$ cat src/hdl/gda_pkg.sv
// Package with the shared types, constants and calendar function of the date adder.
package gda_pkg;

  localparam int YEAR_W  = 14;
  localparam int MONTH_W = 4;
  localparam int DAY_W   = 5;
  localparam int ADD_W   = 16;
  localparam int ORD_W   = 17;
  localparam int LEN_W   = 9;
  localparam int CENT_W  = 7;
  localparam int QUO_W   = 8;

  localparam logic [YEAR_W-1:0]  YEAR_LIMIT  = 14'd9999;
  localparam logic [MONTH_W-1:0] MONTH_FIRST = 4'd1;
  localparam logic [MONTH_W-1:0] MONTH_FEB   = 4'd2;
  localparam logic [MONTH_W-1:0] MONTH_LAST  = 4'd12;
  localparam logic [CENT_W-1:0]  CENT_TOP    = 7'd99;
  localparam logic [12:0]        RECIP_100   = 13'd5243;
  localparam int                 RECIP_SHIFT = 19;
  localparam logic [6:0]         HUNDRED     = 7'd100;
  localparam logic [LEN_W-1:0]   YEAR_DAYS   = 9'd365;
  localparam logic [LEN_W-1:0]   LEAP_DAYS   = 9'd366;
  localparam logic [DAY_W-1:0]   FEB_LEAP    = 5'd29;

  typedef struct packed {
    logic [YEAR_W-1:0]  start_year;
    logic [MONTH_W-1:0] start_month;
    logic [DAY_W-1:0]   start_day;
    logic [ADD_W-1:0]   days_to_add;
  } req_t;

  typedef struct packed {
    logic [YEAR_W-1:0]  end_year;
    logic [MONTH_W-1:0] end_month;
    logic [DAY_W-1:0]   end_day;
    logic               error;
  } rsp_t;

  typedef enum logic [2:0] {
    ST_IDLE,
    ST_DIV,
    ST_REM,
    ST_CHECK,
    ST_SUM,
    ST_YEAR,
    ST_MONTH
  } state_t;

  function automatic logic [DAY_W-1:0] month_len(input logic [MONTH_W-1:0] m);
    logic [DAY_W-1:0] n;
    case (m)
      4'd1:    n = 5'd31;
      4'd2:    n = 5'd28;
      4'd3:    n = 5'd31;
      4'd4:    n = 5'd30;
      4'd5:    n = 5'd31;
      4'd6:    n = 5'd30;
      4'd7:    n = 5'd31;
      4'd8:    n = 5'd31;
      4'd9:    n = 5'd30;
      4'd10:   n = 5'd31;
      4'd11:   n = 5'd30;
      4'd12:   n = 5'd31;
      default: n = 5'd31;
    endcase
    return n;
  endfunction

endpackage

$ cat src/hdl/gda_calendar.sv
// Leap year rule and month and year lengths from the year split into century and year of century.
module gda_calendar (
  input  logic [gda_pkg::CENT_W-1:0]  yr_lo,
  input  logic [gda_pkg::CENT_W-1:0]  yr_hi,
  input  logic [gda_pkg::MONTH_W-1:0] month,
  output logic [gda_pkg::DAY_W-1:0]   month_days,
  output logic [gda_pkg::LEN_W-1:0]   year_days
);

  logic leap;

  always_comb begin
    if (yr_lo != '0) begin
      leap = (yr_lo[1:0] == 2'b00);
    end else begin
      leap = (yr_hi[1:0] == 2'b00);
    end
    if (month == gda_pkg::MONTH_FEB && leap) begin
      month_days = gda_pkg::FEB_LEAP;
    end else begin
      month_days = gda_pkg::month_len(month);
    end
    year_days = leap ? gda_pkg::LEAP_DAYS : gda_pkg::YEAR_DAYS;
  end

endmodule

$ cat src/hdl/gregorian_date_add_days.sv
// Top level of the Gregorian date adder: sequencer around one shared adder and comparator.
// After the division and remainder steps, an invalid date ends at the check; otherwise the
// sequencer sums the months before the start month, walks the years and then the months.
// The year walk runs one year per cycle through the shared adder.
// One date is in work at a time; busy is high until the result is shown.
// Done is high for a single cycle and the result holds until the next; the receiver cannot stall.
// Synchronous reset returns the sequencer to idle and clears done.
module gregorian_date_add_days (
  input  logic          clk,
  input  logic          rst,
  input  logic          start,
  input  gda_pkg::req_t request,
  output logic          busy,
  output logic          done,
  output gda_pkg::rsp_t result
);

  gda_pkg::state_t state, state_next;

  logic [gda_pkg::YEAR_W-1:0]  year, year_next;
  logic [gda_pkg::MONTH_W-1:0] mon, mon_next;
  logic [gda_pkg::DAY_W-1:0]   day, day_next;
  logic [gda_pkg::ADD_W-1:0]   add, add_next;
  logic [gda_pkg::QUO_W-1:0]   quo, quo_next;
  logic [gda_pkg::CENT_W-1:0]  yr_lo, yr_lo_next;
  logic [gda_pkg::CENT_W-1:0]  yr_hi, yr_hi_next;
  logic [gda_pkg::ORD_W-1:0]   ord, ord_next;
  logic [gda_pkg::MONTH_W-1:0] cnt, cnt_next;
  gda_pkg::rsp_t               res, res_next;
  logic                        done_r, done_next;

  logic [gda_pkg::MONTH_W-1:0] cal_month;
  logic [gda_pkg::DAY_W-1:0]   month_days;
  logic [gda_pkg::LEN_W-1:0]   year_days;

  logic [26:0]                 div_prod;
  logic [14:0]                 rem_diff;
  logic [gda_pkg::ORD_W-1:0]   alu_a, alu_b, alu_out;
  logic                        alu_sub;
  logic [gda_pkg::ORD_W-1:0]   cmp_len;
  logic                        gt;
  logic                        invalid;

  assign cal_month = (state == gda_pkg::ST_CHECK) ? mon : cnt;

  gda_calendar u_calendar (
    .yr_lo      (yr_lo),
    .yr_hi      (yr_hi),
    .month      (cal_month),
    .month_days (month_days),
    .year_days  (year_days)
  );

  assign div_prod = year * gda_pkg::RECIP_100;
  assign rem_diff = {1'b0, year} - (quo * gda_pkg::HUNDRED);

  always_comb begin
    alu_a   = ord;
    alu_b   = {{(gda_pkg::ORD_W-gda_pkg::DAY_W){1'b0}}, month_days};
    alu_sub = 1'b1;
    case (state)
      gda_pkg::ST_CHECK: begin
        alu_a   = {{(gda_pkg::ORD_W-gda_pkg::DAY_W){1'b0}}, day};
        alu_b   = {{(gda_pkg::ORD_W-gda_pkg::ADD_W){1'b0}}, add};
        alu_sub = 1'b0;
      end
      gda_pkg::ST_SUM: begin
        alu_sub = 1'b0;
      end
      gda_pkg::ST_YEAR: begin
        alu_b = {{(gda_pkg::ORD_W-gda_pkg::LEN_W){1'b0}}, year_days};
      end
      default: begin
        alu_sub = 1'b1;
      end
    endcase
    alu_out = alu_sub ? (alu_a - alu_b) : (alu_a + alu_b);
  end

  assign cmp_len = (state == gda_pkg::ST_YEAR)
                 ? {{(gda_pkg::ORD_W-gda_pkg::LEN_W){1'b0}}, year_days}
                 : {{(gda_pkg::ORD_W-gda_pkg::DAY_W){1'b0}}, month_days};
  assign gt = (ord > cmp_len);

  assign invalid = (year == '0) || (year > gda_pkg::YEAR_LIMIT) || (mon == '0) ||
                   (mon > gda_pkg::MONTH_LAST) || (day == '0) || (day > month_days);

  always_comb begin
    state_next = state;
    case (state)
      gda_pkg::ST_IDLE: begin
        if (start) begin
          state_next = gda_pkg::ST_DIV;
        end
      end
      gda_pkg::ST_DIV: begin
        state_next = gda_pkg::ST_REM;
      end
      gda_pkg::ST_REM: begin
        state_next = gda_pkg::ST_CHECK;
      end
      gda_pkg::ST_CHECK: begin
        if (invalid) begin
          state_next = gda_pkg::ST_IDLE;
        end else if (mon == gda_pkg::MONTH_FIRST) begin
          state_next = gda_pkg::ST_YEAR;
        end else begin
          state_next = gda_pkg::ST_SUM;
        end
      end
      gda_pkg::ST_SUM: begin
        if (cnt + gda_pkg::MONTH_FIRST == mon) begin
          state_next = gda_pkg::ST_YEAR;
        end
      end
      gda_pkg::ST_YEAR: begin
        if (gt) begin
          if (year == gda_pkg::YEAR_LIMIT) begin
            state_next = gda_pkg::ST_IDLE;
          end
        end else begin
          state_next = gda_pkg::ST_MONTH;
        end
      end
      gda_pkg::ST_MONTH: begin
        if (!(cnt < gda_pkg::MONTH_LAST && gt)) begin
          state_next = gda_pkg::ST_IDLE;
        end
      end
      default: begin
        state_next = gda_pkg::ST_IDLE;
      end
    endcase
  end

  always_comb begin
    year_next  = year;
    mon_next   = mon;
    day_next   = day;
    add_next   = add;
    quo_next   = quo;
    yr_lo_next = yr_lo;
    yr_hi_next = yr_hi;
    ord_next   = ord;
    cnt_next   = cnt;
    res_next   = res;
    done_next  = 1'b0;
    case (state)
      gda_pkg::ST_IDLE: begin
        if (start) begin
          year_next = request.start_year;
          mon_next  = request.start_month;
          day_next  = request.start_day;
          add_next  = request.days_to_add;
        end
      end
      gda_pkg::ST_DIV: begin
        quo_next = div_prod[26:gda_pkg::RECIP_SHIFT];
      end
      gda_pkg::ST_REM: begin
        yr_lo_next = rem_diff[gda_pkg::CENT_W-1:0];
        yr_hi_next = quo[gda_pkg::CENT_W-1:0];
      end
      gda_pkg::ST_CHECK: begin
        if (invalid) begin
          res_next  = '{end_year: '0, end_month: '0, end_day: '0, error: 1'b1};
          done_next = 1'b1;
        end else begin
          ord_next = alu_out;
          cnt_next = gda_pkg::MONTH_FIRST;
        end
      end
      gda_pkg::ST_SUM: begin
        ord_next = alu_out;
        cnt_next = cnt + gda_pkg::MONTH_FIRST;
      end
      gda_pkg::ST_YEAR: begin
        if (gt) begin
          if (year == gda_pkg::YEAR_LIMIT) begin
            res_next  = '{end_year: '0, end_month: '0, end_day: '0, error: 1'b1};
            done_next = 1'b1;
          end else begin
            ord_next  = alu_out;
            year_next = year + gda_pkg::YEAR_W'(1);
            if (yr_lo == gda_pkg::CENT_TOP) begin
              yr_lo_next = '0;
              yr_hi_next = yr_hi + gda_pkg::CENT_W'(1);
            end else begin
              yr_lo_next = yr_lo + gda_pkg::CENT_W'(1);
            end
          end
        end else begin
          cnt_next = gda_pkg::MONTH_FIRST;
        end
      end
      gda_pkg::ST_MONTH: begin
        if (cnt < gda_pkg::MONTH_LAST && gt) begin
          ord_next = alu_out;
          cnt_next = cnt + gda_pkg::MONTH_FIRST;
        end else begin
          res_next  = '{end_year: year, end_month: cnt, end_day: ord[gda_pkg::DAY_W-1:0],
                        error: 1'b0};
          done_next = 1'b1;
        end
      end
      default: begin
        done_next = 1'b0;
      end
    endcase
  end

  always_ff @(posedge clk) begin
    if (rst) begin
      state  <= gda_pkg::ST_IDLE;
      done_r <= 1'b0;
    end else begin
      state  <= state_next;
      done_r <= done_next;
    end
    year  <= year_next;
    mon   <= mon_next;
    day   <= day_next;
    add   <= add_next;
    quo   <= quo_next;
    yr_lo <= yr_lo_next;
    yr_hi <= yr_hi_next;
    ord   <= ord_next;
    cnt   <= cnt_next;
    res   <= res_next;
  end

  assign busy   = (state != gda_pkg::ST_IDLE);
  assign done   = done_r;
  assign result = res;

endmodule
$ cat config.mk
export PLATFORM = sky130hd
export DESIGN_NAME = gregorian_date_add_days
export DESIGN_NICKNAME = d
export VERILOG_FILES = /design/src/hdl/gda_pkg.sv /design/src/hdl/gda_calendar.sv /design/src/hdl/gregorian_date_add_days.sv
export SDC_FILE = /design/constraint.sdc
export NUM_CORES = 1
export LEC_CHECK = 0
export CORE_MARGIN = 4
export CORE_UTILIZATION = 40
export CTS_CLUSTER_SIZE = 28
export DETAILED_ROUTE_END_ITERATION = 7
export DONT_BUFFER_PORTS = 1
export GPL_TIMING_DRIVEN = 0
export PLACE_DENSITY_LB_ADDON = 0.25
export SETUP_SLACK_MARGIN = 0.1
export SYNTH_ARGS = -nofsm -noshare
export SYNTH_HDL_FRONTEND = slang
export SYNTH_SLANG_ARGS = --single-unit
$ cat constraint.sdc
create_clock -name clk -period 4.95 [get_ports clk]
set_input_delay 0.2475 -clock clk [delete_from_list [all_inputs] [get_ports clk]]
set_output_delay 0.2475 -clock clk [all_outputs]
set_load 0.02 [all_outputs]
Yosys cells after proc, flatten, opt, wreduce, memory -nomap -nowiden
Memories as Yosys holds them, arrays and structs flattened.
Index checks and enable logic that the tools add are counted.
{"block": "totals", "mem_bits_ro": 32, "out_inout_bits": 26, "word_cells": 128, "inputBits": 42, "memories": 1, "register_bits": 110}
{"block": "classes", "magnitude_cmp": 5, "mux": 47, "addsub": 7, "n_eq_ne": 23, "multipliers": 2, "n_reduce_logical": 28}
{"name": "(no name shown)", "depth": 16, "width": 2, "rd": 1, "rd_clocked_by_memory_dff": 0, "write_ports": 0, "line": "gda_pkg.sv:51", "rtl": "case (m)"}
{"cell": "$mux 17", "count": 6}
{"cell": "$mux 24", "count": 4}
{"cell": "$pmux 24 s3", "count": 1}
{"cell": "$pmux 17 s4", "count": 1}
{"cell": "$mux 14", "count": 3}
{"cell": "$mux 7", "count": 6}
{"cell": "$pmux 16 s2", "count": 1}
{"cell": "$pmux 14 s2", "count": 1}
{"cell": "$pmux 7 s2", "count": 2}
{"cell": "$mul 14x13->27 const B", "count": 1}
{"cell": "$pmux 3 s7", "count": 1}
{"cell": "$mux 3", "count": 6}
{"cell": "$ne 2x2->1 const B", "count": 9}
{"cell": "$add 17x17->17", "count": 1}
{"cell": "$gt 17x9->1", "count": 1}
{"cell": "$sub 17x17->17", "count": 1}
{"cell": "$mux 4", "count": 4}
{"cell": "$pmux 4 s4", "count": 1}
{"cell": "$reduce_and 4->1", "count": 4}
{"cell": "$add 14x1->14 const B", "count": 1}
{"cell": "$add 7x1->7 const B", "count": 2}
{"cell": "$eq 14x14->1 const B", "count": 1}
{"cell": "$gt 14x14->1 const B", "count": 1}
{"cell": "$logic_not 14->1", "count": 1}
{"cell": "34 further kinds", "count": 52}

Longest topological paths before layout
Gate-level depths: netlist of the first run.
{"block": "logic_depth", "ltp_word": 11, "mapped_depth": 19, "mapped_depth_nobuf": 18}

Modules after synthesis
Synthesis of the first run repeated with hierarchy kept, for this count alone.
{"block": "unflattened", "hier_cells": 976, "area_unflattened_um2": 10152.2}
{"module": "gregorian_date_add_days", "instances": 1, "area_per_inst_um2": 9985.8, "cells_each": 952}
{"module": "gda_calendar", "instances": 1, "area_per_inst_um2": 166.4, "cells_each": 24}

Worst setup path after synthesis of the first run
OpenSTA, ideal clock, no wires.
{"block": "synth_path", "path_kind": "reg2reg", "startpoint": "register year[11] (netlist bit)", "endpoint": "register quo[4] (netlist bit) (data pin)", "n_path_buf": 0, "t_required_ns": 4.686, "stages_incl_launch_ff": 15, "slack_ns": 0.212, "t_arrival_ns": 4.475, "synth_period_minus_slack_ns": 4.738, "path_cell_list": "edfxtp_1 -> fa_1 -> ha_1 -> fa_1 -> fa_1 -> inv_1 -> fa_1 -> inv_1 -> ha_1 -> and3_1 -> a221oi_1 -> o21ai_0 -> o21bai_1 -> a221oi_1 -> xnor2_1"}
{"block": "synth_between", "elab_chain_len": 1}
{"item": "start, declared", "line": "gregorian_date_add_days.sv:20", "rtl": "logic [gda_pkg::YEAR_W-1:0] year, year_next;"}
{"item": "start signal, assigned", "line": "gregorian_date_add_days.sv:220", "rtl": "year <= year_next;"}
{"item": "$mul 14x13->27", "line": "gregorian_date_add_days.sv:54", "rtl": "assign div_prod = year * gda_pkg::RECIP_100;"}
{"item": "named net div_prod[23]", "line": "gregorian_date_add_days.sv:36", "rtl": "logic [26:0] div_prod;"}
{"item": "end signal, assigned", "line": "gregorian_date_add_days.sv:224", "rtl": "quo <= quo_next;"}
{"item": "end, declared", "line": "gregorian_date_add_days.sv:24", "rtl": "logic [gda_pkg::QUO_W-1:0] quo, quo_next;"}
The timed path passes the listed nets, and every way through them passes these cells.
A chain may end at the register's enable or synchronous reset.

Worst setup path in the final report of the first run
{"block": "layout_path", "startpoint": "register year[10] (netlist bit)", "endpoint": "register quo[4] (netlist bit) (data pin)"}
Same word-level chain as after synthesis.

==> flow_summary.ini, run 1 <==
[finish]
nFillCells = 2197
design_area_sq_um = 10300
areaGrowthSynthToFinish_pct = 12.9
n_antenna_cell = 0
drive_gt1_frac = 0.0659
nets = 1183

[clocking]
cts_tree = done
insertion_delay_ns = 0.35
cts_buffer_depth = 2
root_buffer = clkbuf_16
htreeDepth = 3
numCtsBuffers = 9
clk_pin_slew_ns = 0.07
cts_sinks = 102

[synth]
syn_nets = 1120
seq_area_frac_synth = 0.331
yosys_warnings = 0
synth.distinct_cells = 66
syn_area_per_cell_sq_um = 10.5
syn-instance-count = 873
synthFlopType = edfxtp_1
synth-edff-count = 98
synthesis.area_sq_um = 9130
ys_ff_latch = 102
synthArstFlopShare = 0

[run_status]
status = finished clean

[flow_run]
drv_cap = 0

[routing]
vias_per_cell = 5.09
firstDrtPassIters = 4
drt_iter0_drc = 393
wl_per_cell_um = 16.9
via_count = 6244
drc_errors = 0
routed_wl_um = 20700
drtAntennaViolNets = 0

[timing]
clock.fmax_mhz = 213
rsz0062_at_grt = yes
fin_worst_skew_ns = 0.0110
fin_crit_ns = 4.69
finalHoldViolCount = 0
worst_pin_slew_ns = 1.02
slew_violations = 0
final.setup.tns_ns = 0
finalSetupViolCount = 0
max-slew-margin-rel = 0.311
period_share = 0.948

[die]
start_util = 0.405
rows = 55
core_sq_um = 22600
die_w_um = 159
dieHeight_um = 159
ios = 68
fp.dieArea_sq_um = 25300

[min_path]
min-delay-start = request[35]
hold_class = input port to register
min_to = year[10]$_DFFE_PP_
holdPathStages = 2

[placed_design]
portBuffers = 0
place_area_sq_um = 9530
place_hpwl_um = 16300
place.gp.congestion = 0.840

[critical_path]
worstPathArrival_ns = 4.80
r2r_slack_ns = 0.26
reg2reg_depth = 14
reg2reg_to = quo[4]$_DFFE_PP_
critical_path_class = register to register
cp-end-kind = register
r2r-start = year[10]$_DFFE_PP_
cp_max_fo = 5
start_kind = register
required_ns = 5.05

[power_and_ir_drop]
pwr_density_cell_nw_per_um2 = 430
p_total_mw = 4.44
leakage_nw = 4.73
ir_drop_mv = 0.343

[global_routing]
antenna_found_initial = 0
grt_pass1_wl_um = 34000
grtUsageTotal = 0.169
grt_max_degree = 25
grt_overflow = 0
grt_pass1_vias = 6296
worst max-delay path: stages, from the launching register on:
cell      delay, ns
edfxtp_1       0.49
buf_4          0.21
ha_1           0.32
fa_1           0.49
fa_1           0.51
inv_1          0.05
fa_1           0.47
fa_1           0.54
inv_1          0.04
ha_1           0.30
a211o_1        0.28
a31oi_2        0.23
o21bai_4       0.14
a221oi_2       0.26
xnor2_1        0.10
cells by family after synthesis:
logic type	after synthesis	synth area share
DFF	102	0.331
adders and majority gates	205	0.333
muxes	5	0.00589
and+or+nand+nor	207	0.113
AOI/OAI and AO/OA	130	0.0930
xor gates and xnor gates	51	0.0489
buffers and inverters	173	0.0745
stage by stage:
step	util	std cells	setup WS, ns	hold WS, ns
2_1_floorplan	-	873	0.212	0.346
3_3_place_gp	0.420	1158	-0.358	0.346
3_5_place_dp	0.422	1159	-0.353	0.346
4_1_cts	0.453	1219	0.102	0.0666
5_1_grt	0.457	1226	0.0587	0.0806
6_report	0.457	1226	0.258	0.0830
cells in the final DEF, fill, tap and decap left out, types with 3 or more instances in the layout:
cell,count
nor3_1,8
edfxtp_1,98
and2_1,14
clkbuf_16,9
buf_4,26
nor3b_1,4
fa_1,64
a211oi_1,4
nor4_1,3
o21ai_0,28
a31oi_1,5
nor2_1,54
nand3b_1,4
o21ai_1,8
a21oi_1,28
dfxtp_1,4
buf_6,4
clkbuf_1,15
nand4_1,4
xor2_1,10
inv_1,150
inv_2,3
or3_1,5
mux2i_1,4
dlygate4sd3_1,25
and3_1,16
nor2b_1,4
nand3_1,15
ha_1,141
o211ai_1,7
xnor2_1,41
a21o_1,17
o21a_1,3
nand2_1,55
nand2b_1,5
repair_timing:
item                                    in CTS  in global routing
endpoints found under the setup margin      29                  5
pin swaps                                    0                  7
endpoints found under the hold margin       25                  0
hold buffers                                25                  0
resized for setup                            5                  6
gates cloned                                 0                  0
setup buffers                               19                  7
state kept, by name (all words and copies together) (netlist names), 4 cells and up:
register  flops
cnt           4
yr_lo         7
mon           4
result       24
year         14
quo           5
day           5
ord          17
add          16
area by class of cell:
class	count	area, sq um	share of cell area
buffer	19	103	0.00995
clock buffer	11	233	0.0226
clock inverter	5	57.6	0.00558
inverter	154	578	0.0561
multi-input combinational	598	5490	0.532
sequential	102	3020	0.293
tap	285	357	0.0346
timing repair buffer	52	473	0.0459
cell usage after synthesis (3+ instances only):
library cell | number | area share
inv_1 | 151 | 0.062
ha_1 | 141 | 0.19
edfxtp_1 | 98 | 0.32
fa_1 | 64 | 0.14
nand2_1 | 55 | 0.023
nor2_1 | 55 | 0.023
xnor2_1 | 41 | 0.039
o21ai_0 | 29 | 0.016
a21oi_1 | 28 | 0.015
a21o_1 | 17 | 0.014
and3_1 | 17 | 0.012
nand3_1 | 15 | 0.0082
and2_1 | 14 | 0.0096
clkbuf_1 | 13 | 0.0053
xor2_1 | 10 | 0.0096
nor3_1 | 8 | 0.0044
o211ai_1 | 7 | 0.0058
o21ai_1 | 7 | 0.0038
a31oi_1 | 6 | 0.0041
nand2b_1 | 5 | 0.0034
or3_1 | 5 | 0.0034
a211oi_1 | 4 | 0.0033
buf_6 | 4 | 0.0049
dfxtp_1 | 4 | 0.0088
mux2i_1 | 4 | 0.0044
nand3b_1 | 4 | 0.0033
nand4_1 | 4 | 0.0027
nor2b_1 | 4 | 0.0027
nor3b_1 | 4 | 0.0033
nor4_1 | 3 | 0.0021
o21a_1 | 3 | 0.0025
routing by layer:
layer | global-route usage | routed length, um
met4 | 0.0375 | 271
met3 | 0.0274 | 723
met1 | 0.242 | 10000
met2 | 0.270 | 9690
met5 | 0 | 0
how the worst max path moves through the flow:
stage | slack [ns] | endpoint | depth (start not counted) | startpoint
after floorplan | 0.21 | quo[4]$_DFFE_PP_ | 14 | year[11]$_DFFE_PP_
after global placement | -0.36 | quo[4]$_DFFE_PP_ | 14 | year[11]$_DFFE_PP_
after detailed placement | -0.35 | quo[4]$_DFFE_PP_ | 16 | year[11]$_DFFE_PP_
after CTS | 0.10 | quo[4]$_DFFE_PP_ | 14 | year[11]$_DFFE_PP_
after global routing | 0.06 | quo[4]$_DFFE_PP_ | 16 | year[11]$_DFFE_PP_
final | 0.26 | quo[4]$_DFFE_PP_ | 14 | year[10]$_DFFE_PP_
report_power, final:
group / switching [mW] / internal [mW] / leakage [nW]
registers: 0.0661 / 1.09 / 0.975
logic: 1.37 / 1.20 / 3.62
clock network: 0.321 / 0.393 / 0.134
No activity file was read; power rests on OpenSTA's default activity.
==> run 2, diff against run 1 <==
--- a/config.mk
+++ b/config.mk
@@ -12,7 +12,7 @@
 export DONT_BUFFER_PORTS = 1
 export GPL_TIMING_DRIVEN = 0
 export PLACE_DENSITY_LB_ADDON = 0.25
-export SETUP_SLACK_MARGIN = 0.1
+export SETUP_SLACK_MARGIN = 0.4
 export SYNTH_ARGS = -nofsm -noshare
 export SYNTH_HDL_FRONTEND = slang
 export SYNTH_SLANG_ARGS = --single-unit
==> run 2 against run 1 <==
Effect of this change: routed wire length up 3.4%; highest routed layer unchanged; flip-flop and latch count unchanged; critical endpoint unchanged; worst setup slack better by 0.10 ns; clock power down 3.9%; total power up 16%; sequential power about the same.
==> flow_summary.ini, run 2 (synthesis gave the netlist of run 1 again) <==
[finish]
nets = 1208
nFillCells = 2064
seq_area_sq_um = 3020
drive_gt1_frac = 0.154
multi_input_comb_area_sq_um = 5870
final_cell_mix = 134 x inv_1, 116 x ha_1, 98 x edfxtp_1
fin_cells = 1252
design_area_sq_um = 10900
largest_reg_flops = 24
final_common_cell = inv_1
areaGrowthSynthToFinish_pct = 19.7

[clocking]
root_buffer = clkbuf_16
clk_pin_slew_ns = 0.07
numCtsBuffers = 9
cts_buffer_depth = 2
cts_tree = done
insertion_delay_ns = 0.34
cts_sinks = 102
htreeDepth = 3

[critical_path]
r2r_slack_ns = 0.36
cp-end-kind = register
max_stage_delay_ns = 0.56
critPathTopFamily = adder cells
critical_path_class = register to register
cp_slowest_cell = fa_1
reg2reg_depth = 16
start_kind = register
critPathBufInv = 4
crit_chain = fa_1, ha_4, inv_2, fa_1, inv_2, fa_1, inv_2, fa_1, inv_2, ha_4, and3_4, a221oi_2, o21ai_1, o21bai_4, a221oi_2, xnor2_1
critPathLaunch = year[10]$_DFFE_PP_
worstPathArrival_ns = 4.68
r2r-start = year[10]$_DFFE_PP_
reg2reg_to = quo[4]$_DFFE_PP_
cp_max_fo = 5
required_ns = 5.04

[routing]
drc_errors = 0
routed_wl_um = 21400
vias_per_cell = 5.07
drtAntennaViolNets = 0
wl_per_cell_um = 17.1
drt_iter0_drc = 280
via_count = 6343
firstDrtPassIters = 5

[min_path]
hold_class = input port to register
min-delay-start = request[35]
min_to = year[10]$_DFFE_PP_
holdPathStages = 2

[global_routing]
antenna_found_initial = 1
grt_overflow = 0
grt_max_degree = 25
grtUsageTotal = 0.167
grt_pass1_vias = 6384
grt_pass1_wl_um = 34000

[placed_design]
portBuffers = 0
place_hpwl_um = 16300
placed_cells = 1159
place_area_sq_um = 9560
place.gp.congestion = 0.836

[power_and_ir_drop]
p_int_mw = 3.03
ir_drop_mv = 0.466
leakage_nw = 4.85
clkPwrFrac = 0.134
power_switching_mw = 2.11
pwr_density_cell_nw_per_um2 = 470
pwr-share-seq = 0.224
p_total_mw = 5.14
power_frac_comb = 0.643
netSwitchingFraction = 0.410

[die]
core_sq_um = 22600
ios = 68
fp.dieArea_sq_um = 25300
start_util = 0.405
die_w_um = 159
dieHeight_um = 159
rows = 55

[timing]
rsz0062_at_grt = yes
whs_ns = 0.0910
fin_crit_ns = 4.59
fin_worst_skew_ns = 0.00683
finalSetupViolCount = 0
clock.fmax_mhz = 218
max-slew-margin-rel = 0.280
worst_pin_slew_ns = 1.07
finalHoldViolCount = 0
slew_violations = 0
period_share = 0.927

[run_status]
status = finished clean

[flow_run]
drv_cap = 0
## run 2: cell type report
class / count / share of cell area
multi-input cells: 598 / 0.537
clock buffers: 10 / 0.0209
well taps: 285 / 0.0326
repair buffers: 77 / 0.0650
clock inverters: 6 / 0.00481
inverters: 154 / 0.0534
flip-flops and latches: 102 / 0.276
diodes: 1 / 0.000229
plain buffers: 19 / 0.00950
## run 2: worst reg2reg max path, delay by kind of cell, from the launching register on
family / cells / cell delay [ns]
and+or+nand+nor: 1 / 0.16
AOI/OAI and AO/OA: 4 / 0.88
buffers and inverters: 4 / 0.16
xor gates and xnor gates: 1 / 0.12
DFF: 1 / 0.49
adders and majority gates: 6 / 2.53
## run 2: how the worst max path moves through the flow
stage / end / slack (ns) / cells after the start
3_3_place_gp: quo[4]$_DFFE_PP_ / -0.11 / 15
6_report: quo[4]$_DFFE_PP_ / 0.36 / 16
3_5_place_dp: quo[4]$_DFFE_PP_ / -0.15 / 15
5_1_grt: quo[4]$_DFFE_PP_ / 0.24 / 17
4_1_cts: quo[4]$_DFFE_PP_ / 0.28 / 16
2_1_floorplan: quo[4]$_DFFE_PP_ / 0.42 / 15
## run 2: layer usage
metal | share of wire | track usage | vias up | wire length (um)
li1 | - | - | 3153 | -
met1 | 0.48 | 0.234 | 3071 | 10200
met2 | 0.48 | 0.276 | 102 | 10200
met3 | 0.037 | 0.0300 | 17 | 784
met4 | 0.012 | 0.0264 | 0 | 252
met5 | 0 | 0 | - | 0
## run 2: power by group through the flow
stage | registers, mW | clock network [mW] | logic, mW
after detailed placement | 1.19 | 0 | 2.39
after CTS | 1.15 | 0.699 | 2.66
after global placement | 1.19 | 0 | 2.34
final | 1.15 | 0.686 | 3.30
after global routing | 1.16 | 0.730 | 3.76
after floorplan | 1.16 | 0 | 1.86
## run 2: per-stage QoR
step	setup TNS, ns	util	setup WS [ns]
after floorplan	0	-	0.419
after global placement	-0.256	0.422	-0.106
after detailed placement	-0.434	0.423	-0.146
after CTS	0	0.463	0.285
after global routing	0	0.484	0.239
final	0	0.484	0.359
## run 2: what timing repair did
action	in CTS	in global routing
gates resized for setup	16	68
hold buffers	25	0
setup endpoints to repair	29	56
hold endpoints to repair	25	0
buffers inserted	34	17
pin swaps	19	43
